[config.mk]
export PLATFORM = sky130hd
export DESIGN_NAME = hm3_mul
export DESIGN_NICKNAME = d
export VERILOG_FILES = /design/src/hdl/hm3_pkg.sv /design/src/hdl/hm3_mul.sv
export SDC_FILE = /design/constraint.sdc
export NUM_CORES = 2
export LEC_CHECK = 0
export ABC_AREA = 1
export BUFFER_PORTS_ARGS = -buffer_cell sky130_fd_sc_hd__buf_2
export CAP_MARGIN = 20
export CORE_AREA = 2 2 272 274
export DETAILED_ROUTE_END_ITERATION = 16
export DIE_AREA = 0 0 274 276
export HOLD_SLACK_MARGIN = 0.06
export PLACE_DENSITY = 0.8
export SLEW_MARGIN = 15
export SYNTH_ARGS = -nofsm -noshare
export SYNTH_HDL_FRONTEND = slang
export SYNTH_SLANG_ARGS = --single-unit
[constraint.sdc]
create_clock -name clk -period 11.4 [get_ports clk]
set_input_delay 0 -clock clk [delete_from_list [all_inputs] [get_ports clk]]
set_output_delay 0 -clock clk [all_outputs]
set_load 0.02 [all_outputs]
[src/hdl/hm3_pkg.sv]
`default_nettype none
package hm3_pkg;

	// MurmurHash3 x64_128 mixing constants
	localparam logic [63:0] MIX_C1     = 64'h87c3_7b91_1142_53d5;
	localparam logic [63:0] MIX_C2     = 64'h4cf5_ad43_2745_937f;
	localparam logic [63:0] ADD_FIRST  = 64'h0000_0000_52dc_e729;
	localparam logic [63:0] ADD_SECOND = 64'h0000_0000_3849_5ab5;
	localparam logic [63:0] FIN_M1     = 64'hff51_afd7_ed55_8ccd;
	localparam logic [63:0] FIN_M2     = 64'hc4ce_b9fe_1a85_ec53;

	localparam logic [4:0] BLOCK_BYTES = 5'd16;
	localparam int         WORD_BYTES  = 8;

	localparam int QUEUE_DEPTH_DEF = 2;

	// One classified block, as it waits in the queue
	typedef struct packed {
		logic [63:0] k_first;
		logic [63:0] k_second;
		logic [4:0]  count;
		logic        full;
		logic        lane_first;
		logic        lane_second;
		logic        last;
	} entry_t;

	typedef struct packed {
		logic        start;
		logic [63:0] a;
		logic [63:0] b;
	} mul_req_t;

	typedef struct packed {
		logic        done;
		logic [63:0] p;
	} mul_rsp_t;

	function automatic logic [63:0] rotl64(input logic [63:0] x, input int unsigned r);
		return (x << r) | (x >> (64 - r));
	endfunction

	function automatic logic [63:0] xshift33(input logic [63:0] x);
		return x ^ (x >> 33);
	endfunction

endpackage
`default_nettype wire

[src/hdl/hm3_mul.sv]
`default_nettype none
module hm3_mul (
	input  logic               clk,
	input  logic               arst_n,
	input  hm3_pkg::mul_req_t  req,
	output hm3_pkg::mul_rsp_t  rsp
);
	import hm3_pkg::*;

	// low 64 bits of a 64x64 product from three 32x32 partial products
	typedef enum logic [1:0] {MP_LL, MP_HL, MP_LH, MP_SUM} phase_t;

	phase_t      phase_q;
	logic        busy_q;
	logic        done_q;
	logic [63:0] a_q;
	logic [63:0] b_q;
	logic [63:0] prod_q;
	logic [63:0] sum_q;
	logic [31:0] op_a;
	logic [31:0] op_b;
	logic [63:0] prod_d;

	assign op_a   = (phase_q == MP_HL) ? a_q[63:32] : a_q[31:0];
	assign op_b   = (phase_q == MP_LH) ? b_q[63:32] : b_q[31:0];
	assign prod_d = 64'(op_a) * 64'(op_b);

	always_ff @(posedge clk or negedge arst_n) begin
		if (!arst_n) begin
			phase_q <= MP_LL;
			busy_q  <= 1'b0;
			done_q  <= 1'b0;
			a_q     <= '0;
			b_q     <= '0;
			prod_q  <= '0;
			sum_q   <= '0;
		end else begin
			// flag the product for one cycle after the last sum step
			done_q <= busy_q && (phase_q == MP_SUM);
			if (!busy_q) begin
				if (req.start) begin
					a_q     <= req.a;
					b_q     <= req.b;
					busy_q  <= 1'b1;
					phase_q <= MP_LL;
				end
			end else begin
				prod_q <= prod_d;
				case (phase_q)
					MP_LL: begin
						phase_q <= MP_HL;
					end
					MP_HL: begin
						sum_q   <= prod_q;
						phase_q <= MP_LH;
					end
					MP_LH: begin
						sum_q   <= {sum_q[63:32] + prod_q[31:0], sum_q[31:0]};
						phase_q <= MP_SUM;
					end
					MP_SUM: begin
						sum_q   <= {sum_q[63:32] + prod_q[31:0], sum_q[31:0]};
						busy_q  <= 1'b0;
						phase_q <= MP_LL;
					end
					default: begin
						phase_q <= MP_LL;
					end
				endcase
			end
		end
	end

	assign rsp.done = done_q;
	assign rsp.p    = sum_q;

endmodule
`default_nettype wire

==> results.toml <==
[sta]
tightest_slew_ns = 1.15
hold_viol_final = 0
fin_crit_ns = 9.55
final.setup_skew_ns = 0.0760
max_freq_mhz = 105
relSlewSlack_pct = 23.1
setup_viol = 0
totalNegativeSetupSlack_ns = 0
slew_viol_final = 0
fin_crit_sh_pct = 83.8
rsz0062_at_grt = "false"

[place]
globalplace.congestion = 1.05
post-dp-hpwl_um = 124000
io_buffers = 195
place_inst = 6852

[clock_tree]
clk_pin_slew_ns = 0.07
cts_setup_buffers = 0
clk-insertion-delay-late_ns = 0.64
cts_sinks = 260
root_buffer = "clkbuf_16"
htreeDepth = 1
cts_tree = "yes"
clockBufferDepth = 3
cts_buffers = 30

[global_routing]
grt_overflow_total = 0
grt_usage_pct = 44.6
grt_max_degree = 97
grt_pass1_vias = 42511
antenna_found_initial = 6
grt_pass1_wl_um = 250000

[critical_path]
critPathRequiredTime_ns = 11.93
critPathLaunchType = "flop"
crit_top_cell = "fa_1"
arrival_ns = 10.08
cpPeakStageDelay_ns = 0.76
crit_path_end_kind = "flop"
critPathSlowestCell = "clkinv_1"
path_class = "reg -> reg"
worstPathMaxFanout = 37

[yosys]
ys_types = 43
synth-edff-count = 0
synth-main-ff-cell = "dfrtp_1"
async_flop_share_pct = 100
avgSynthCellArea_um2 = 8.01
syn_area_mm2 = 0.0467
seq_area_frac_synth_pct = 13.9
syn_nets = 7160
yosys_warnings = 0
syn_inst = 5834
synth_seq_cells = 260

[die]
num_io_pins = 196
die_h_um = 276
die_width_um = 274
fp.dieArea_mm2 = 0.0756
num_rows = 99
initial_utilization_pct = 64.4
coreArea_mm2 = 0.0726

[routing]
wire_per_inst_um = 23.5
drc_errors = 0
viasPerCell = 5.81
ant_nets = 0
wirelength_um = 165000
drt_first_pass_iters = 8
drt_iter0_markers = 4083
vias = 40899

[finish]
finalNetCount = 7386
fin_cells = 7045
drive_gt1_share_pct = 9.14
layout_common_cells = "nand2_1 (1,318), inv_1 (1,308), fa_1 (897), nor2_1 (833), ha_1 (296)"
fillerInstances = 5737
register_area_mm2 = 0.00651
area_delta_synth_final_pct = 9.36
final_common_cell = "nand2_1"
multiInputGateArea_mm2 = 0.0343

[min_path]
hp-class = "in -> reg"

[flow_run]
maxCapViolCount = 0

[outcome]
outcome = "finished, final reports clean"
[worst paths after layout]
kind,cells after the start,slack [ns],from,endpoint
worst min register to register,2,0.49,prod_q[57]$_DFFE_PN0P_,prod_q[57]$_DFFE_PN0P_
worst max-delay path,30,1.85,phase_q[1]$_DFFE_PN0P_,prod_q[52]$_DFFE_PN0P_
worst max register to register,30,1.85,phase_q[1]$_DFFE_PN0P_,prod_q[52]$_DFFE_PN0P_
min in group asynchronous,4,0.54,arst_n,b_q[34]$_DFFE_PN0P_
max in group asynchronous,5,9.28,arst_n,b_q[16]$_DFFE_PN0P_
worst min-delay path,3,0.15,req[37],b_q[37]$_DFFE_PN0P_
[cells in the mapped netlist (39+ instances only)]
cell type / count / share of area, %
o21ai_0: 90 / 0.96
dfrtp_1: 260 / 14
fa_1: 897 / 38
clkbuf_1: 95 / 0.76
o21ai_1: 39 / 0.42
ha_1: 298 / 8.0
inv_1: 1308 / 11
nand2_1: 1319 / 11
mux2_2: 88 / 2.1
nor2_1: 833 / 6.7
a21oi_1: 152 / 1.6
buf_2: 102 / 1.1
nand3_1: 104 / 1.1
[worst max-delay path, delay by kind of cell (launching register included)]
kind	cells	cell delay [ns]
flops	1	0.43
compound gates	1	0.07
simple gates	12	1.82
buf+inv	7	1.81
fa+ha+maj	10	5.25
[registers in the layout (all words and copies together) (netlist names)]
signal	count
done_q	1
busy_q	1
a_q	64
b_q	64
sum_q	64
prod_q	64
phase_q	2
[kinds of logic after synthesis]
family,count (synthesis),share of synthesized area (%)
adders and majority gates,1195,46.4
muxes,88,2.12
and+or+nand+nor,2347,19.7
DFF,260,13.9
AOI/OAI and AO/OA,340,4.10
xor gates and xnor gates,43,0.806
buffers and inverters,1561,12.9
[through the flow]
| stage | hold slack [ns] | cell area [um^2] | setup slack, ns | utilization [%] |
|---|---|---|---|---|
| 2_1_floorplan | -0.296 | 46700 | 4.34 | - |
| 3_3_place_gp | 0.0375 | 48600 | 2.15 | 66.9 |
| 3_5_place_dp | 0.0404 | 48600 | 2.09 | 67.0 |
| 4_1_cts | 0.123 | 51000 | 2.06 | 70.3 |
| 5_1_grt | 0.156 | 51100 | 1.44 | 70.4 |
| 6_report | 0.152 | 51100 | 1.85 | 70.4 |
[repair_timing]
item,CTS,global route
gates resized for setup,0,0
hold buffers,132,0
endpoints found under the hold margin,206,0
endpoints found under the setup margin,0,0
[per-layer routing]
layer / routed length (um) / global-route usage, % / share of wire, %
met4: 12600 / 26.5 / 7.6
met3: 22400 / 14.8 / 14
met1: 59900 / 58.1 / 36
met2: 70200 / 64.9 / 42
met5: 37 / 0 / 0.022
[cell type report]
class                   count  area share (%)
well taps                 959            2.35
diodes                      2         0.00979
multi-input cells        4013            67.1
flip-flops and latches    260            12.7
inverters                1347            9.89
repair buffers            408            5.90
clock buffers              39            1.63
clock inverters            17           0.419
Power is not shown: default switching activity piles up to over one toggle a cycle in this logic, so the estimate is an artifact.
