<file path="src/hdl/hm3_pkg.sv">
`default_nettype none
package hm3_pkg;

	// MurmurHash3 x64_128 mixing constants
	localparam logic [63:0] MIX_C1     = 64'h87c3_7b91_1142_53d5;
	localparam logic [63:0] MIX_C2     = 64'h4cf5_ad43_2745_937f;
	localparam logic [63:0] ADD_FIRST  = 64'h0000_0000_52dc_e729;
	localparam logic [63:0] ADD_SECOND = 64'h0000_0000_3849_5ab5;
	localparam logic [63:0] FIN_M1     = 64'hff51_afd7_ed55_8ccd;
	localparam logic [63:0] FIN_M2     = 64'hc4ce_b9fe_1a85_ec53;

	localparam logic [4:0] BLOCK_BYTES = 5'd16;
	localparam int         WORD_BYTES  = 8;

	localparam int QUEUE_DEPTH_DEF = 2;

	// One classified block, as it waits in the queue
	typedef struct packed {
		logic [63:0] k_first;
		logic [63:0] k_second;
		logic [4:0]  count;
		logic        full;
		logic        lane_first;
		logic        lane_second;
		logic        last;
	} entry_t;

	typedef struct packed {
		logic        start;
		logic [63:0] a;
		logic [63:0] b;
	} mul_req_t;

	typedef struct packed {
		logic        done;
		logic [63:0] p;
	} mul_rsp_t;

	function automatic logic [63:0] rotl64(input logic [63:0] x, input int unsigned r);
		return (x << r) | (x >> (64 - r));
	endfunction

	function automatic logic [63:0] xshift33(input logic [63:0] x);
		return x ^ (x >> 33);
	endfunction

endpackage
`default_nettype wire

</file>
<file path="src/hdl/hm3_block_if.sv">
`default_nettype none
interface hm3_block_if;
	logic        valid;
	logic        ready;
	logic [63:0] block_low_word;
	logic [63:0] block_high_word;
	logic [4:0]  valid_bytes;
	logic        is_last;

	modport source(output valid, block_low_word, block_high_word, valid_bytes, is_last,
		input ready);
	modport sink(input valid, block_low_word, block_high_word, valid_bytes, is_last,
		output ready);
endinterface
`default_nettype wire

</file>
<file path="src/hdl/hm3_front.sv">
`default_nettype none
module hm3_front (
	hm3_block_if.sink        blk,
	input  logic             q_full,
	output logic             push,
	output hm3_pkg::entry_t  push_data
);
	import hm3_pkg::*;

	logic [4:0]  cnt;
	logic [63:0] mask_lo;
	logic [63:0] mask_hi;

	// clamp oversized counts to a full block
	assign cnt = (blk.valid_bytes > BLOCK_BYTES) ? BLOCK_BYTES : blk.valid_bytes;

	always_comb begin
		for (int i = 0; i < WORD_BYTES; i++) begin
			mask_lo[8*i +: 8] = {8{cnt > 5'(i)}};
			mask_hi[8*i +: 8] = {8{cnt > 5'(i + WORD_BYTES)}};
		end
	end

	always_comb begin
		push_data.k_first     = blk.block_low_word & mask_lo;
		push_data.k_second    = blk.block_high_word & mask_hi;
		push_data.count       = cnt;
		push_data.full        = (cnt == BLOCK_BYTES);
		push_data.lane_first  = (cnt != 5'd0);
		push_data.lane_second = (cnt > 5'(WORD_BYTES));
		push_data.last        = blk.is_last;
	end

	assign blk.ready = !q_full;
	assign push      = blk.valid && !q_full;

endmodule
`default_nettype wire

</file>
<file path="src/flat_wrapper.sv">
// flat-port wrapper written by rule: the top's interface ports become plain ports
module hm3_front_flat import hm3_pkg::*;
  (q_full, push, push_data, blk_valid, blk_block_low_word, blk_block_high_word, blk_valid_bytes, blk_is_last, blk_ready);
  hm3_block_if blk_i ();
  input  logic q_full;
  output logic push;
  output hm3_pkg::entry_t push_data;
  input wire logic [$bits(blk_i.valid)-1:0] blk_valid;
  input wire logic [$bits(blk_i.block_low_word)-1:0] blk_block_low_word;
  input wire logic [$bits(blk_i.block_high_word)-1:0] blk_block_high_word;
  input wire logic [$bits(blk_i.valid_bytes)-1:0] blk_valid_bytes;
  input wire logic [$bits(blk_i.is_last)-1:0] blk_is_last;
  output wire logic [$bits(blk_i.ready)-1:0] blk_ready;
  assign blk_i.valid = blk_valid;
  assign blk_i.block_low_word = blk_block_low_word;
  assign blk_i.block_high_word = blk_block_high_word;
  assign blk_i.valid_bytes = blk_valid_bytes;
  assign blk_i.is_last = blk_is_last;
  assign blk_ready = blk_i.ready;
  hm3_front u_core (.blk(blk_i), .q_full(q_full), .push(push), .push_data(push_data));
endmodule
</file>
<file path="config.mk">
export PLATFORM = sky130hd
export DESIGN_NAME = hm3_front_flat
export DESIGN_NICKNAME = d
export VERILOG_FILES = /design/src/hdl/hm3_pkg.sv /design/src/hdl/hm3_block_if.sv /design/src/hdl/hm3_front.sv /design/src/flat_wrapper.sv
export SDC_FILE = /design/constraint.sdc
export NUM_CORES = 1
export LEC_CHECK = 0
export BUFFER_PORTS_ARGS = -buffer_cell sky130_fd_sc_hd__buf_2
export CORE_AREA = 2 2 107 109
export DETAILED_ROUTE_END_ITERATION = 10
export DIE_AREA = 0 0 109 111
export GPL_TIMING_DRIVEN = 0
export SYNTH_ARGS = -nofsm -noshare
export SYNTH_HDL_FRONTEND = slang
export SYNTH_SLANG_ARGS = --single-unit
</file>
<file path="constraint.sdc">
create_clock -name vclk -period 1.1
set_input_delay 0.11 -clock vclk [all_inputs]
set_output_delay 0.11 -clock vclk [all_outputs]
set_load 0.03 [all_outputs]
</file>
==> flow_metrics.tcl <==
set metrics [dict create \
    run_status "complete, but fails checks" \
    violations "setup timing" \
    insertedDiodeCount 0 \
    seqPwrFrac 0 \
    die-area_sq_um 12100 \
    yosys.area_share.simple 0.556 \
    max_freq_ghz 0.869 \
    yosysSeqAreaShare 0 \
    start_util 0.103 \
    area_growth_pct 320 \
    power.switching_w 0.00133 \
    place_ws_ps -663 \
    synth_most_common_cell "nor2b_1" \
    synth_nets 303 \
    ir_worst_vdd_v 0.000285 \
    ant_nets 0 \
    drc 0 \
    swShare 0.506 \
    synth_fa_ha_area_frac 0 \
    netlist_area_sq_um 1140 \
    finalMaxSlewViolations 0 \
    setup_viol 41 \
    drv_cap 0 \
    cellInternalPower_w 0.00130 \
    period_needed_ps 1150 \
    synth_area_leaders "nor2b_1 38%, a21boi_1 21%, and2_1 8.8%, a21boi_0 5.3%, and3_1 4.4%" \
    fin_crit_sh 1.05 \
    p_comb_frac 1.000 \
    syn_inst 167 \
    grt_pass1_wl_mm 12.8 \
    core_sq_um 11100 \
    cp_data_arrival_time_ps 1040 \
    hold_class "input pin to output pin" \
    cp-end-kind "output pin" \
    multiInputGateArea_sq_um 1740 \
    dp_hpwl_mm 6.65 \
    synth_mux_area_frac 0 \
    gp_congestion 0.787 \
    synth_commonest_cells "69 x nor2b_1, 32 x a21boi_1, 16 x and2_1, 8 x a21boi_0, 8 x and3_1" \
    worstMarginPinSlew_ps 274 \
    grt_usage 0.133 \
    drive_above_1_share 0.941 \
    cellLeakagePower_nw 2.41 \
    syn_avg_cell_area_sq_um 6.80 \
    grt_max_degree 11 \
    nClkBuffers 0 \
    pwr-share-clk 0 \
    synth_top_area_share 0.380 \
    fillCellCount 1013 \
    synth_area_leader_cell "nor2b_1" \
    grt_pass1_vias 2624 \
    vias_per_cell 4.03 \
    die_w_microns 109 \
    num_rows 39 \
    die_h_microns 111 \
    crit_type "input pin to output pin" \
    antenna_found_initial 0 \
    vias 2497 \
    cp_max_fo 8 \
    ff_latch_area_sq_um 0 \
    required_ps 990 \
    seq_cell_count 0 \
    synth_compound_area_frac 0.381 \
    hold_viol 0 \
    first_pass_iters 4 \
    wl_mm 9.17 \
    startpoint_type "input pin" \
    startpoint "blk_valid_bytes[3]" \
    yosysWarnings 0 \
    power.density_nw_per_um2 552 \
    wire_per_inst_microns 14.8 \
    synth-xor-area-share 0 \
    num_io_pins 275 \
    synth_top_family_by_area "simple AND/OR/NAND/NOR gates" \
    endpoint "push_data[126]" \
    fin_ws_ps -51.0 \
    final_nets 615 \
    total_power_w 0.00264 \
    rsz0062_at_grt "true" \
    first_iter_violations 38 \
    synth_cell_type_count 24 \
    gr-total-overflow 0 \
    port_buffers 272 \
    relSlewSlack 0.817 \
]
## area by class of cell
type | count | area share
multi-input combinational | 151 | 0.365
inverter | 2 | 0.00236
timing repair buffer | 310 | 0.548
tap | 143 | 0.0375
buffer | 14 | 0.0472
## power groups by stage
stage               Clock, W  Combinational (W)  Sequential [W]
global placement           0            0.00184               0
CTS                        0            0.00251               0
finish                     0            0.00264               0
floorplan                  0            0.00124               0
detailed placement         0            0.00186               0
global route               0            0.00276               0
## what timing repair did
item / in CTS / in global routing
hold buffers: 0 / 0
gates cloned: 4 / 0
setup endpoints to repair: 132 / 122
resized for setup: 248 / 77
buffers inserted: 33 / 2
pin swaps: 29 / 7
## placed cells by master (no fill, tap or decap), types with 2 or more instances in the layout
| master | count |
|---|---|
| buf_16 | 4 |
| and2_1 | 7 |
| clkbuf_1 | 2 |
| a21boi_1 | 7 |
| a21boi_4 | 5 |
| and2_2 | 8 |
| buf_4 | 30 |
| nor2b_4 | 37 |
| and3_4 | 8 |
| nor3_4 | 2 |
| buf_12 | 19 |
| buf_2 | 152 |
| clkbuf_16 | 3 |
| nor2b_1 | 10 |
| o21ai_4 | 2 |
| a21boi_2 | 28 |
| nor2b_2 | 22 |
| buf_6 | 112 |
## routing by layer
layer	vias to the layer above	track usage	routed length, microns
li1	1186	-	-
met1	1156	0.138	3140
met2	149	0.279	5290
met3	6	0.0153	663
met4	0	0.0145	79
met5	-	0	0
## worst max-delay path, cell delays in order
cell	delay (ps)
buf_12	120
buf_12	140
a311oi_4	300
buf_12	190
nor2b_2	50
buf_6	130
## stage by stage
stage                     TNS [ps]  hold slack (ps)  cell area, sq um  cells   util
after global routing         -4080              475              4770    620  0.431
after floorplan              -2710              330              1640    167      -
after detailed placement    -54190              473              3180    582  0.287
final                        -1210              472              4770    620  0.431
after global placement      -51820              472              3180    582  0.287
after CTS                    -1160              474              4520    619  0.408
## kinds of logic after synthesis
logic type,after synthesis
compound gates,51
buf+inv,16
simple gates,100
## worst min-delay path by stage
stage / startpoint / endpoint / slack, ps / depth (start not counted)
6_report: blk_is_last / push_data[0] / 470 / 2
5_1_grt: blk_is_last / push_data[0] / 480 / 2
4_1_cts: blk_is_last / push_data[0] / 470 / 2
3_5_place_dp: blk_is_last / push_data[0] / 470 / 2
3_3_place_gp: blk_is_last / push_data[0] / 470 / 2
2_1_floorplan: q_full / push / 330 / 1
Power figures use the tool's default switching activity.
