**src/hdl/hm3_pkg.sv**
```systemverilog
`default_nettype none
package hm3_pkg;

	// MurmurHash3 x64_128 mixing constants
	localparam logic [63:0] MIX_C1     = 64'h87c3_7b91_1142_53d5;
	localparam logic [63:0] MIX_C2     = 64'h4cf5_ad43_2745_937f;
	localparam logic [63:0] ADD_FIRST  = 64'h0000_0000_52dc_e729;
	localparam logic [63:0] ADD_SECOND = 64'h0000_0000_3849_5ab5;
	localparam logic [63:0] FIN_M1     = 64'hff51_afd7_ed55_8ccd;
	localparam logic [63:0] FIN_M2     = 64'hc4ce_b9fe_1a85_ec53;

	localparam logic [4:0] BLOCK_BYTES = 5'd16;
	localparam int         WORD_BYTES  = 8;

	localparam int QUEUE_DEPTH_DEF = 2;

	// One classified block, as it waits in the queue
	typedef struct packed {
		logic [63:0] k_first;
		logic [63:0] k_second;
		logic [4:0]  count;
		logic        full;
		logic        lane_first;
		logic        lane_second;
		logic        last;
	} entry_t;

	typedef struct packed {
		logic        start;
		logic [63:0] a;
		logic [63:0] b;
	} mul_req_t;

	typedef struct packed {
		logic        done;
		logic [63:0] p;
	} mul_rsp_t;

	function automatic logic [63:0] rotl64(input logic [63:0] x, input int unsigned r);
		return (x << r) | (x >> (64 - r));
	endfunction

	function automatic logic [63:0] xshift33(input logic [63:0] x);
		return x ^ (x >> 33);
	endfunction

endpackage
`default_nettype wire

```
**src/hdl/hm3_fifo.sv**
```systemverilog
`default_nettype none
module hm3_fifo #(
	parameter int DEPTH = hm3_pkg::QUEUE_DEPTH_DEF
) (
	input  logic             clk,
	input  logic             arst_n,
	input  logic             push,
	input  hm3_pkg::entry_t  push_data,
	output logic             full,
	input  logic             pop,
	output hm3_pkg::entry_t  pop_data,
	output logic             empty
);
	import hm3_pkg::*;

	localparam int PW = (DEPTH > 1) ? $clog2(DEPTH) : 1;
	localparam int CW = $clog2(DEPTH + 1);

	entry_t          slot_q [DEPTH];
	logic [PW-1:0]   wr_ptr_q;
	logic [PW-1:0]   rd_ptr_q;
	logic [CW-1:0]   count_q;
	logic            do_push;
	logic            do_pop;

	assign full     = (count_q == CW'(DEPTH));
	assign empty    = (count_q == '0);
	assign do_push  = push && !full;
	assign do_pop   = pop && !empty;
	assign pop_data = slot_q[rd_ptr_q];

	always_ff @(posedge clk) begin
		if (do_push) begin
			slot_q[wr_ptr_q] <= push_data;
		end
	end

	always_ff @(posedge clk or negedge arst_n) begin
		if (!arst_n) begin
			wr_ptr_q <= '0;
			rd_ptr_q <= '0;
			count_q  <= '0;
		end else begin
			if (do_push) begin
				wr_ptr_q <= (wr_ptr_q == PW'(DEPTH - 1)) ? '0 : wr_ptr_q + 1'b1;
			end
			if (do_pop) begin
				rd_ptr_q <= (rd_ptr_q == PW'(DEPTH - 1)) ? '0 : rd_ptr_q + 1'b1;
			end
			if (do_push && !do_pop) begin
				count_q <= count_q + 1'b1;
			end else if (do_pop && !do_push) begin
				count_q <= count_q - 1'b1;
			end
		end
	end

endmodule
`default_nettype wire

```
**config.mk**
```make
export PLATFORM = sky130hd
export DESIGN_NAME = hm3_fifo
export DESIGN_NICKNAME = d
export VERILOG_FILES = /design/src/hdl/hm3_pkg.sv /design/src/hdl/hm3_fifo.sv
export SDC_FILE = /design/constraint.sdc
export NUM_CORES = 1
export LEC_CHECK = 0
export BUFFER_PORTS_ARGS = -buffer_cell sky130_fd_sc_hd__buf_2
export CAP_MARGIN = 30
export CORE_MARGIN = 2
export CORE_UTILIZATION = 45
export DETAILED_ROUTE_END_ITERATION = 7
export GPL_TIMING_DRIVEN = 0
export PLACE_DENSITY = 0.78
export SYNTH_ARGS = -nofsm -noshare
export SYNTH_HDL_FRONTEND = slang
export SYNTH_SLANG_ARGS = --single-unit
```
**constraint.sdc**
```tcl
create_clock -name clk -period 16.5 [get_ports clk]
set_clock_uncertainty 0.05 [all_clocks]
set_input_delay 3.3 -clock clk [delete_from_list [all_inputs] [get_ports clk]]
set_output_delay 3.3 -clock clk [all_outputs]
set_load 0.02 [all_outputs]
```
==> impl_metrics.json, run 1 <==
{
  "crit-reg2reg-launch": "count_q[0]$_DFFE_PN0P_",
  "total_of_buffers_placed_on_input_and_output_ports": 279,
  "synthesis.instances": 445,
  "whs_path_depth": 1,
  "hp-start": "count_q[1]$_DFFE_PN0P_",
  "worst-endpoint-required_ps": 13150,
  "routed_wl_mm": 19.7,
  "relSlewSlack_pct": 37.9,
  "worstSetupStartpoint": "rd_ptr_q$_DFFE_PN0P_",
  "cell_by_cell_trace_of_the_critical_path": "buf_6, buf_6, mux2_2, buf_2",
  "die_w_um": 154,
  "synth-compound-area-share_pct": 0.0494,
  "grt_pass1_wl_mm": 29.9,
  "crit_path_end_kind": "output pin",
  "die-height_um": 154,
  "yosysWarningCount": 0,
  "dp_hpwl_mm": 13.3,
  "detail_route.drc_violations": 0,
  "pin_count": 280,
  "die_area_um2": 23700,
  "final_hold_viol_count": 0,
  "ant_nets": 0,
  "power.density_cell_area_nw_per_um2": 187,
  "setup_viol": 0,
  "number_of_h_tree_levels": 1,
  "drive_above_1_share_pct": 61.1,
  "clock_root_cell": "sky130_fd_sc_hd__clkbuf_16",
  "totalNegativeSetupSlack_ps": 0,
  "synth_fp_nets": 587,
  "synth-main-ff-cell": "sky130_fd_sc_hd__edfxtp_1",
  "slowest_stage": "sky130_fd_sc_hd__dfrtp_1",
  "synth_most_common_cell": "sky130_fd_sc_hd__edfxtp_1",
  "crit_family": "buffers and inverters",
  "worstHoldPathType": "flop to flop",
  "post_synth_mux_area_share_pct": 15.2,
  "worst_hold_path.endpoint": "count_q[1]$_DFFE_PN0P_",
  "number_of_flip_flops_and_latches_in_the_synthesized_netlist": 278,
  "drt_iter0_markers": 260,
  "clock_power_share_pct": 24.1,
  "cts_setup_buffers": 0,
  "nNetsFinal": 902,
  "power.share.sequential_pct": 41.6,
  "utilization_pct": 58.6,
  "power_frac_comb_pct": 34.3,
  "setup_repair_after_global_routing_missed_its_margin": "false",
  "clk_pin_slew_ps": 60,
  "status": "completed",
  "rr_worst_depth": 5,
  "synth_top_cells_by_count": "sky130_fd_sc_hd__edfxtp_1 (274), sky130_fd_sc_hd__mux2_2 (137), sky130_fd_sc_hd__buf_6 (14)",
  "synth-seq-area-share_pct": 82.2,
  "cts_inserted_buffers": 28,
  "ff2ff_setup_slack_ps": 14130,
  "power.switching_w": 0.000774,
  "route.vias.total": 5243,
  "synth_simple_gate_area_share_pct": 0.272,
  "gp_routability_congestion": 0.736,
  "startpoint_type": "flop",
  "cts_resized": 0,
  "post-route-period-util_pct": 31.6,
  "top_achievable_clock_speed_ghz": 0.192,
  "route.detailed.vias_per_inst": 4.93,
  "power.switching_fraction_pct": 32.2,
  "synth.top_cells.by_area": "sky130_fd_sc_hd__edfxtp_1 (81%), sky130_fd_sc_hd__mux2_2 (15%), sky130_fd_sc_hd__buf_6 (1.6%)",
  "synthToLayoutAreaGrowth_pct": 27.0,
  "final.fill_count": 1632,
  "post-synth-top-area-fraction_pct": 81.2,
  "worst_ir_drop_vdd_v": 0.000104,
  "worst_path_largest_cell_delay_ps": 390,
  "slew_viol_final": 0,
  "worstPathBufferInverterCount": 3,
  "synth_top_cell_by_area": "sky130_fd_sc_hd__edfxtp_1",
  "timing.rr.end": "slot_q[0][69]$_DFFE_PP_",
  "worst_path_arrival_ps": 1860,
  "drtPass1Iterations": 5,
  "design.core.area_um2": 22000,
  "cts_tree": "done",
  "largest_net_degree_at_the_start_of_global_routing": 59,
  "final_routed_wire_length_divided_by_cell_count_um": 18.6,
  "synth_enable_flop_cells": 274,
  "adder_cell_area_share_of_the_yosys_netlist_pct": 0.124,
  "syn-cell-area_um2": 10100,
  "initial_core_util_pct": 46.1,
  "global_route.overflow_total": 0,
  "path_common_cell": "sky130_fd_sc_hd__buf_6",
  "internal-power_w": 0.00163,
  "placementRows": 54,
  "critical_path_peak_fanout": 10,
  "avgSynthCellArea_um2": 22.8,
  "yosys.area_share.xor_xnor_pct": 0.432,
  "vias_in_the_first_global_route": 5648,
  "lkg_pwr_nw": 4.85,
  "synth_top_family_by_area": "multiplexers",
  "seq_area_um2": 8330,
  "cap_violations": 0,
  "clkSinkCount": 278,
  "synthDistinctLibCells": 14,
  "slew_at_the_pin_with_the_worst_max_slew_slack_ps": 929,
  "grtUsageTotal_pct": 16.1,
  "hold_buffers": 0,
  "kind_of_critical_path": "flop to output pin",
  "synth_async_sr_flop_share_pct": 1.44,
  "clk_path_buf_depth": 3,
  "antenna_found_initial": 3,
  "multi_input_comb_area_um2": 1640,
  "final_period_minus_worst_setup_slack_ps": 5210,
  "clock_insertion_delay_worst_skew_ps": 530
}
power groups by stage:
stage | sequential [W] | clock, W | combinational, W
after floorplan | 0.00103 | 0 | 0.000559
after global placement | 0.00106 | 0 | 0.000803
after detailed placement | 0.00102 | 0 | 0.000837
after CTS | 0.00100 | 0.000599 | 0.000841
after global routing | 0.00101 | 0.000624 | 0.000880
final | 0.00100 | 0.000581 | 0.000825
flip-flops by register name (all words and copies together), names as in the netlist:
name,count
count_q,2
slot_q,274
rd_ptr_q,1
wr_ptr_q,1
cells by family (layout without fill, tap and decap cells):
logic type,after synthesis,in the layout
AND/OR/NAND/NOR,6,6
XOR/XNOR,5,5
AO/OA/AOI/OAI,1,1
flip-flops,278,278
other,0,2
adder cells (fa/ha/maj),1,1
buffers and inverters,17,353
multiplexers,137,137
stage by stage:
step | instances | total power [W] | setup slack [ps] | cell area, µm² | hold slack (ps)
2_1_floorplan | 445 | 0.00159 | 6740 | 10100 | 411
3_3_place_gp | 1004 | 0.00186 | 3380 | 11900 | 428
3_5_place_dp | 1010 | 0.00185 | 11330 | 12000 | 482
4_1_cts | 1061 | 0.00244 | 11230 | 12900 | 490
5_1_grt | 1062 | 0.00252 | 11200 | 12900 | 508
6_report | 1063 | 0.00241 | 11290 | 12900 | 495
how the worst max path moves through the flow:
stage               slack, ps                       to  depth (start not counted)
CTS                     11230             pop_data[54]                          4
floorplan                6740   slot_q[0][0]$_DFFE_PP_                          2
global placement         3380  slot_q[0][76]$_DFFE_PP_                          3
detailed placement      11330  slot_q[0][71]$_DFFE_PP_                          5
finish                  11290             pop_data[47]                          4
global route            11200             pop_data[51]                          4
cell type report:
type | count | share of cell area [%]
Sequential cell | 278 | 64.7
Multi-Input combinational cell | 150 | 12.8
Timing Repair Buffer | 285 | 11.8
Clock buffer | 37 | 5.87
Tap cell | 280 | 2.72
Buffer | 15 | 1.26
Clock inverter | 14 | 0.690
Inverter | 2 | 0.0583
Antenna cell | 2 | 0.0389
per-layer routing:
| metal | wire length [µm] | track usage (%) | up-vias |
|---|---|---|---|
| li1 | - | - | 2402 |
| met1 | 7190 | 18.1 | 2582 |
| met5 | 13 | 0 | - |
| met2 | 10100 | 28.6 | 211 |
| met4 | 649 | 5.96 | 2 |
| met3 | 1740 | 5.36 | 46 |
layout by cell type (no fill, tap or decap):
master,instances
sky130_fd_sc_hd__buf_2,280
sky130_fd_sc_hd__edfxtp_1,274
sky130_fd_sc_hd__mux2_2,137
sky130_fd_sc_hd__clkbuf_16,29
sky130_fd_sc_hd__buf_6,14
sky130_fd_sc_hd__clkbuf_1,8
sky130_fd_sc_hd__clkinv_2,8
sky130_fd_sc_hd__clkinv_1,5
sky130_fd_sc_hd__buf_12,5
sky130_fd_sc_hd__dfrtp_1,4
sky130_fd_sc_hd__xnor2_1,3
sky130_fd_sc_hd__diode_2,2
sky130_fd_sc_hd__inv_1,2
sky130_fd_sc_hd__nor2_1,2
sky130_fd_sc_hd__xor2_1,2
sky130_fd_sc_hd__nand2b_1,1
sky130_fd_sc_hd__nand2_1,1
sky130_fd_sc_hd__o21ai_0,1
sky130_fd_sc_hd__and3_4,1
sky130_fd_sc_hd__nor2_4,1
sky130_fd_sc_hd__ha_1,1
sky130_fd_sc_hd__bufinv_16,1
sky130_fd_sc_hd__buf_16,1
Power figures use the tool's default switching activity.
==> inputs of run 2 (changes only) <==
clock period = 5.4 ns   (was 16.5 ns; I/O delays follow)
==> impl_metrics.json, run 2 (same netlist as run 1, synthesis figures left out) <==
{
  "post-route-period-util_pct": 55.1,
  "slowest_stage": "sky130_fd_sc_hd__dfrtp_1",
  "final_cells": 1062,
  "antenna_found_initial": 4,
  "cts_setup_buffers": 0,
  "worst-endpoint-required_ps": 4270,
  "path_common_cell": "sky130_fd_sc_hd__buf_6",
  "crit-reg2reg-launch": "count_q[0]$_DFFE_PN0P_",
  "status": "completed",
  "slew_at_the_pin_with_the_worst_max_slew_slack_ps": 829,
  "die_area_um2": 23700,
  "final_period_minus_worst_setup_slack_ps": 2980,
  "global_route.overflow_total": 0,
  "gp_routability_congestion": 0.757,
  "leading_registers_by_flop_count": "slot_q: 274 flops, count_q: 2 flops",
  "route.vias.total": 5193,
  "max_flop_register": "slot_q",
  "synthToLayoutAreaGrowth_pct": 27.5,
  "final_hold_viol_count": 0,
  "placementRows": 54,
  "crit_family": "buffers and inverters",
  "kind_of_critical_path": "flop to output pin",
  "die_w_um": 154,
  "dp_hpwl_mm": 12.9,
  "pin_count": 280,
  "grt_pass1_wl_mm": 29.3,
  "drive_above_1_share_pct": 61.2,
  "worst_ir_drop_vdd_v": 0.000366,
  "clk_path_buf_depth": 3,
  "nNetsFinal": 903,
  "cts_tree": "done",
  "cell_by_cell_trace_of_the_critical_path": "buf_6, buf_6, mux2_2, buf_2",
  "grtUsageTotal_pct": 15.7,
  "total_of_buffers_placed_on_input_and_output_ports": 279,
  "top_achievable_clock_speed_ghz": 0.336,
  "route.detailed.vias_per_inst": 4.89,
  "largest_net_degree_at_the_start_of_global_routing": 56,
  "drtPass1Iterations": 4,
  "worst_path_arrival_ps": 1850,
  "clkSinkCount": 278,
  "design.core.area_um2": 22000,
  "die-height_um": 154,
  "ant_nets": 0,
  "drt_iter0_markers": 253,
  "number_of_h_tree_levels": 1,
  "critical_path_peak_fanout": 10,
  "crit_path_end_kind": "output pin",
  "totalNegativeSetupSlack_ps": 0,
  "hold_buffers": 0,
  "clock_root_cell": "sky130_fd_sc_hd__clkbuf_16",
  "relSlewSlack_pct": 44.6,
  "setup_repair_after_global_routing_missed_its_margin": "false",
  "dp.cells": 1010,
  "largest_register_ffs": 274,
  "mostFrequentLayoutCells": "sky130_fd_sc_hd__buf_2 (280), sky130_fd_sc_hd__edfxtp_1 (274), sky130_fd_sc_hd__mux2_2 (137)",
  "vias_in_the_first_global_route": 5660,
  "worst_path_largest_cell_delay_ps": 390,
  "startpoint_type": "flop",
  "worstPathBufferInverterCount": 3,
  "setup_viol": 0,
  "slew_viol_final": 0,
  "clk_pin_slew_ps": 60,
  "lkg_pwr_nw": 4.86,
  "power.density_cell_area_nw_per_um2": 576,
  "final_routed_wire_length_divided_by_cell_count_um": 18.2,
  "finalInstanceArea_um2": 12900,
  "detail_route.drc_violations": 0,
  "cap_violations": 0,
  "worstHoldPathType": "input port to asynchronous set/reset pin",
  "cts_resized": 0,
  "initial_core_util_pct": 46.1,
  "worstSetupStartpoint": "rd_ptr_q$_DFFE_PN0P_",
  "routed_wl_mm": 19.3,
  "clock_insertion_delay_worst_skew_ps": 530,
  "layout_commonest_cell": "sky130_fd_sc_hd__buf_2",
  "placedInstanceArea_um2": 12000,
  "cts_inserted_buffers": 29
}
[run 2: where the power goes]
group,switching [W],internal (W),total (W)
clock,0.000751,0.00111,0.00186
sequential,0.000108,0.00295,0.00305
combinational,0.00150,0.00102,0.00252
[run 2: path summary, 6_finish.rpt]
check                                          to  slack [ps]  cells past startpoint
min in group clk           count_q[1]$_DFFE_PN0P_         490                      1
max reg2reg                slot_q[0][5]$_DFFE_PP_        3060                      5
max                                  pop_data[70]        2420                      4
max in group asynchronous    wr_ptr_q$_DFFE_PN0P_        4880                      1
min reg2reg                count_q[1]$_DFFE_PN0P_         490                      1
min                        count_q[0]$_DFFE_PN0P_         300                      1
[run 2: per-layer routing]
layer,global-route usage (%),share of wire (%)
met5,0,0
met4,5.87,3.8
met3,6.23,9.7
met2,27.9,50
met1,17.0,37
[run 2: per-stage QoR]
step / power [W] / hold slack, ps / utilization [%] / setup slack (ps)
detailed placement: 0.00565 / 489 / 54.7 / 2490
floorplan: 0.00484 / 429 / - / 169
finish: 0.00743 / 298 / 58.8 / 2420
CTS: 0.00754 / 271 / 58.8 / 2350
global route: 0.00777 / 280 / 58.8 / 2320
global placement: 0.00564 / 442 / 54.1 / -1880
[run 2: final cells by class]
class | count | area [µm²]
diodes | 4 | 10.0
plain buffers | 15 | 163
clock buffers | 33 | 741
clock inverters | 15 | 144
fillers | 1656 | 9050
inverters | 2 | 7.51
multi-input cells | 150 | 1640
flip-flops and latches | 278 | 8330
well taps | 280 | 350
repair buffers | 285 | 1520
==> inputs of run 3 (changes only) <==
PLACE_DENSITY = 0.81   (was 0.78)
clock period = 2.7 ns   (was 5.4 ns; I/O delays follow)
==> impl_metrics.json, run 3 (same netlist as run 1, synthesis figures left out) <==
{
  "status": "completed",
  "drt_iter0_markers": 251,
  "cts_tree": "done",
  "slew_viol_final": 0,
  "crit_family": "buffers and inverters",
  "worst_path_arrival_ps": 1890,
  "crit-reg2reg-launch": "count_q[0]$_DFFE_PN0P_",
  "worst_ir_drop_vdd_v": 0.000784,
  "detail_route.drc_violations": 0,
  "route.detailed.vias_per_inst": 4.90,
  "largest_register_ffs": 274,
  "path_common_cell": "sky130_fd_sc_hd__buf_6",
  "largest_net_degree_at_the_start_of_global_routing": 65,
  "worstHoldPathType": "input port to flop",
  "grt_pass1_wl_mm": 29.6,
  "cts_resized": 0,
  "grt_use_met3_pct": 5.24,
  "dp_hpwl_mm": 13.8,
  "layout_commonest_cell": "sky130_fd_sc_hd__buf_2",
  "cap_violations": 0,
  "rr_worst_depth": 6,
  "max_flop_register": "slot_q",
  "vias_in_the_first_global_route": 5618,
  "drive_above_1_share_pct": 61.3,
  "design.core.area_um2": 22000,
  "timing.rr.end": "slot_q[0][68]$_DFFE_PP_",
  "die_area_um2": 23700,
  "hp-start": "push_data[27]",
  "final.fill_count": 1637,
  "clock_root_cell": "sky130_fd_sc_hd__clkbuf_16",
  "detailedPlace.worstSlack_ps": 130,
  "mostFrequentLayoutCells": "sky130_fd_sc_hd__buf_2 (280), sky130_fd_sc_hd__edfxtp_1 (274), sky130_fd_sc_hd__mux2_2 (137)",
  "final_hold_viol_count": 0,
  "worst_hold_path.endpoint": "slot_q[1][27]$_DFFE_PP_",
  "gr-usage-met2_pct": 30.0,
  "worstPathBufferInverterCount": 3,
  "routed_wl_mm": 19.9,
  "antenna_found_initial": 2,
  "leading_registers_by_flop_count": "slot_q: 274 flops, count_q: 2 flops",
  "post_route_worst_setup_slack_ps": 216,
  "top_achievable_clock_speed_ghz": 0.403,
  "ant_nets": 0,
  "slowest_stage": "sky130_fd_sc_hd__dfrtp_1",
  "total_of_buffers_placed_on_input_and_output_ports": 279,
  "drtPass1Iterations": 4,
  "pin_count": 280,
  "route.vias.total": 5209,
  "startpoint_type": "flop",
  "worst_path_largest_cell_delay_ps": 400,
  "final_routed_wire_length_divided_by_cell_count_um": 18.7,
  "power.density_cell_area_nw_per_um2": 1140,
  "gp_routability_congestion": 0.752,
  "setup_viol": 0,
  "critical_path_peak_fanout": 10,
  "placedInstanceArea_um2": 12000,
  "utilization_pct": 58.6,
  "finalInstanceArea_um2": 12900,
  "setup_repair_after_global_routing_missed_its_margin": "false",
  "grt-busiest-layer": "met2",
  "slew_at_the_pin_with_the_worst_max_slew_slack_ps": 787,
  "die_w_um": 154,
  "worst-endpoint-required_ps": 2110,
  "number_of_h_tree_levels": 1,
  "grt_use_met1_pct": 17.0,
  "cts_inserted_buffers": 29,
  "clk_pin_slew_ps": 60,
  "crit_path_end_kind": "output pin",
  "ff2ff_setup_slack_ps": 220,
  "global_route.overflow_total": 0,
  "clock_insertion_delay_worst_skew_ps": 530,
  "lkg_pwr_nw": 4.85,
  "die-height_um": 154,
  "clk_path_buf_depth": 3,
  "cell_by_cell_trace_of_the_critical_path": "buf_6, buf_6, mux2_2, buf_2",
  "initial_core_util_pct": 46.1,
  "clkSinkCount": 278,
  "placementRows": 54,
  "relSlewSlack_pct": 47.4,
  "kind_of_critical_path": "flop to output pin",
  "final_period_minus_worst_setup_slack_ps": 2480,
  "totalNegativeSetupSlack_ps": 0,
  "nNetsFinal": 904,
  "grtUsageTotal_pct": 16.0,
  "synthToLayoutAreaGrowth_pct": 27.1,
  "final.hold.worst_slack_ps": 146,
  "post-route-period-util_pct": 92.0,
  "whs_path_depth": 1
}
-- run 3: how the worst max path moves through the flow --
stage                           start  depth (start not counted)  slack (ps)                       to
2_1_floorplan  count_q[0]$_DFFE_PN0P_                          3        -420   slot_q[0][0]$_DFFE_PP_
3_3_place_gp                     push                          3       -1600  slot_q[0][28]$_DFFE_PP_
3_5_place_dp                     push                          6         130  slot_q[0][28]$_DFFE_PP_
4_1_cts          rd_ptr_q$_DFFE_PN0P_                          4         160             pop_data[45]
5_1_grt        count_q[0]$_DFFE_PN0P_                          6          50  slot_q[0][70]$_DFFE_PP_
6_report         rd_ptr_q$_DFFE_PN0P_                          4         220             pop_data[45]
-- run 3: area by class of cell --
cell class / count / area, µm² / share of cell area (%)
Tap cell: 280 / 350 / 2.72
Buffer: 15 / 163 / 1.26
Inverter: 2 / 7.51 / 0.0583
Clock inverter: 14 / 66.3 / 0.515
Antenna cell: 1 / 2.50 / 0.0194
Multi-Input combinational cell: 150 / 1660 / 12.9
Clock buffer: 37 / 756 / 5.87
Sequential cell: 278 / 8330 / 64.7
Timing Repair Buffer: 286 / 1540 / 12.0
-- run 3: where the power goes --
group          internal (W)  switching (W)
Sequential          0.00589       0.000233
Combinational       0.00205        0.00301
Clock               0.00196        0.00151
-- run 3: metrics by stage --
stage	cells	total power, W
final	1063	0.0147
after global routing	1063	0.0153
after floorplan	445	0.00963
after CTS	1062	0.0149
after detailed placement	1010	0.0113
after global placement	1004	0.0112
-- run 3: per-layer routing --
layer	wire length (µm)	vias to the layer above
met5	14	-
met4	575	2
met3	1590	38
met2	10600	211
met1	7120	2549
li1	-	2409
-- run 3: timing repair --
item | in CTS | in global routing
setup buffers | 0 | 0
hold buffers | 1 | 0
hold endpoints to repair | 4 | 0
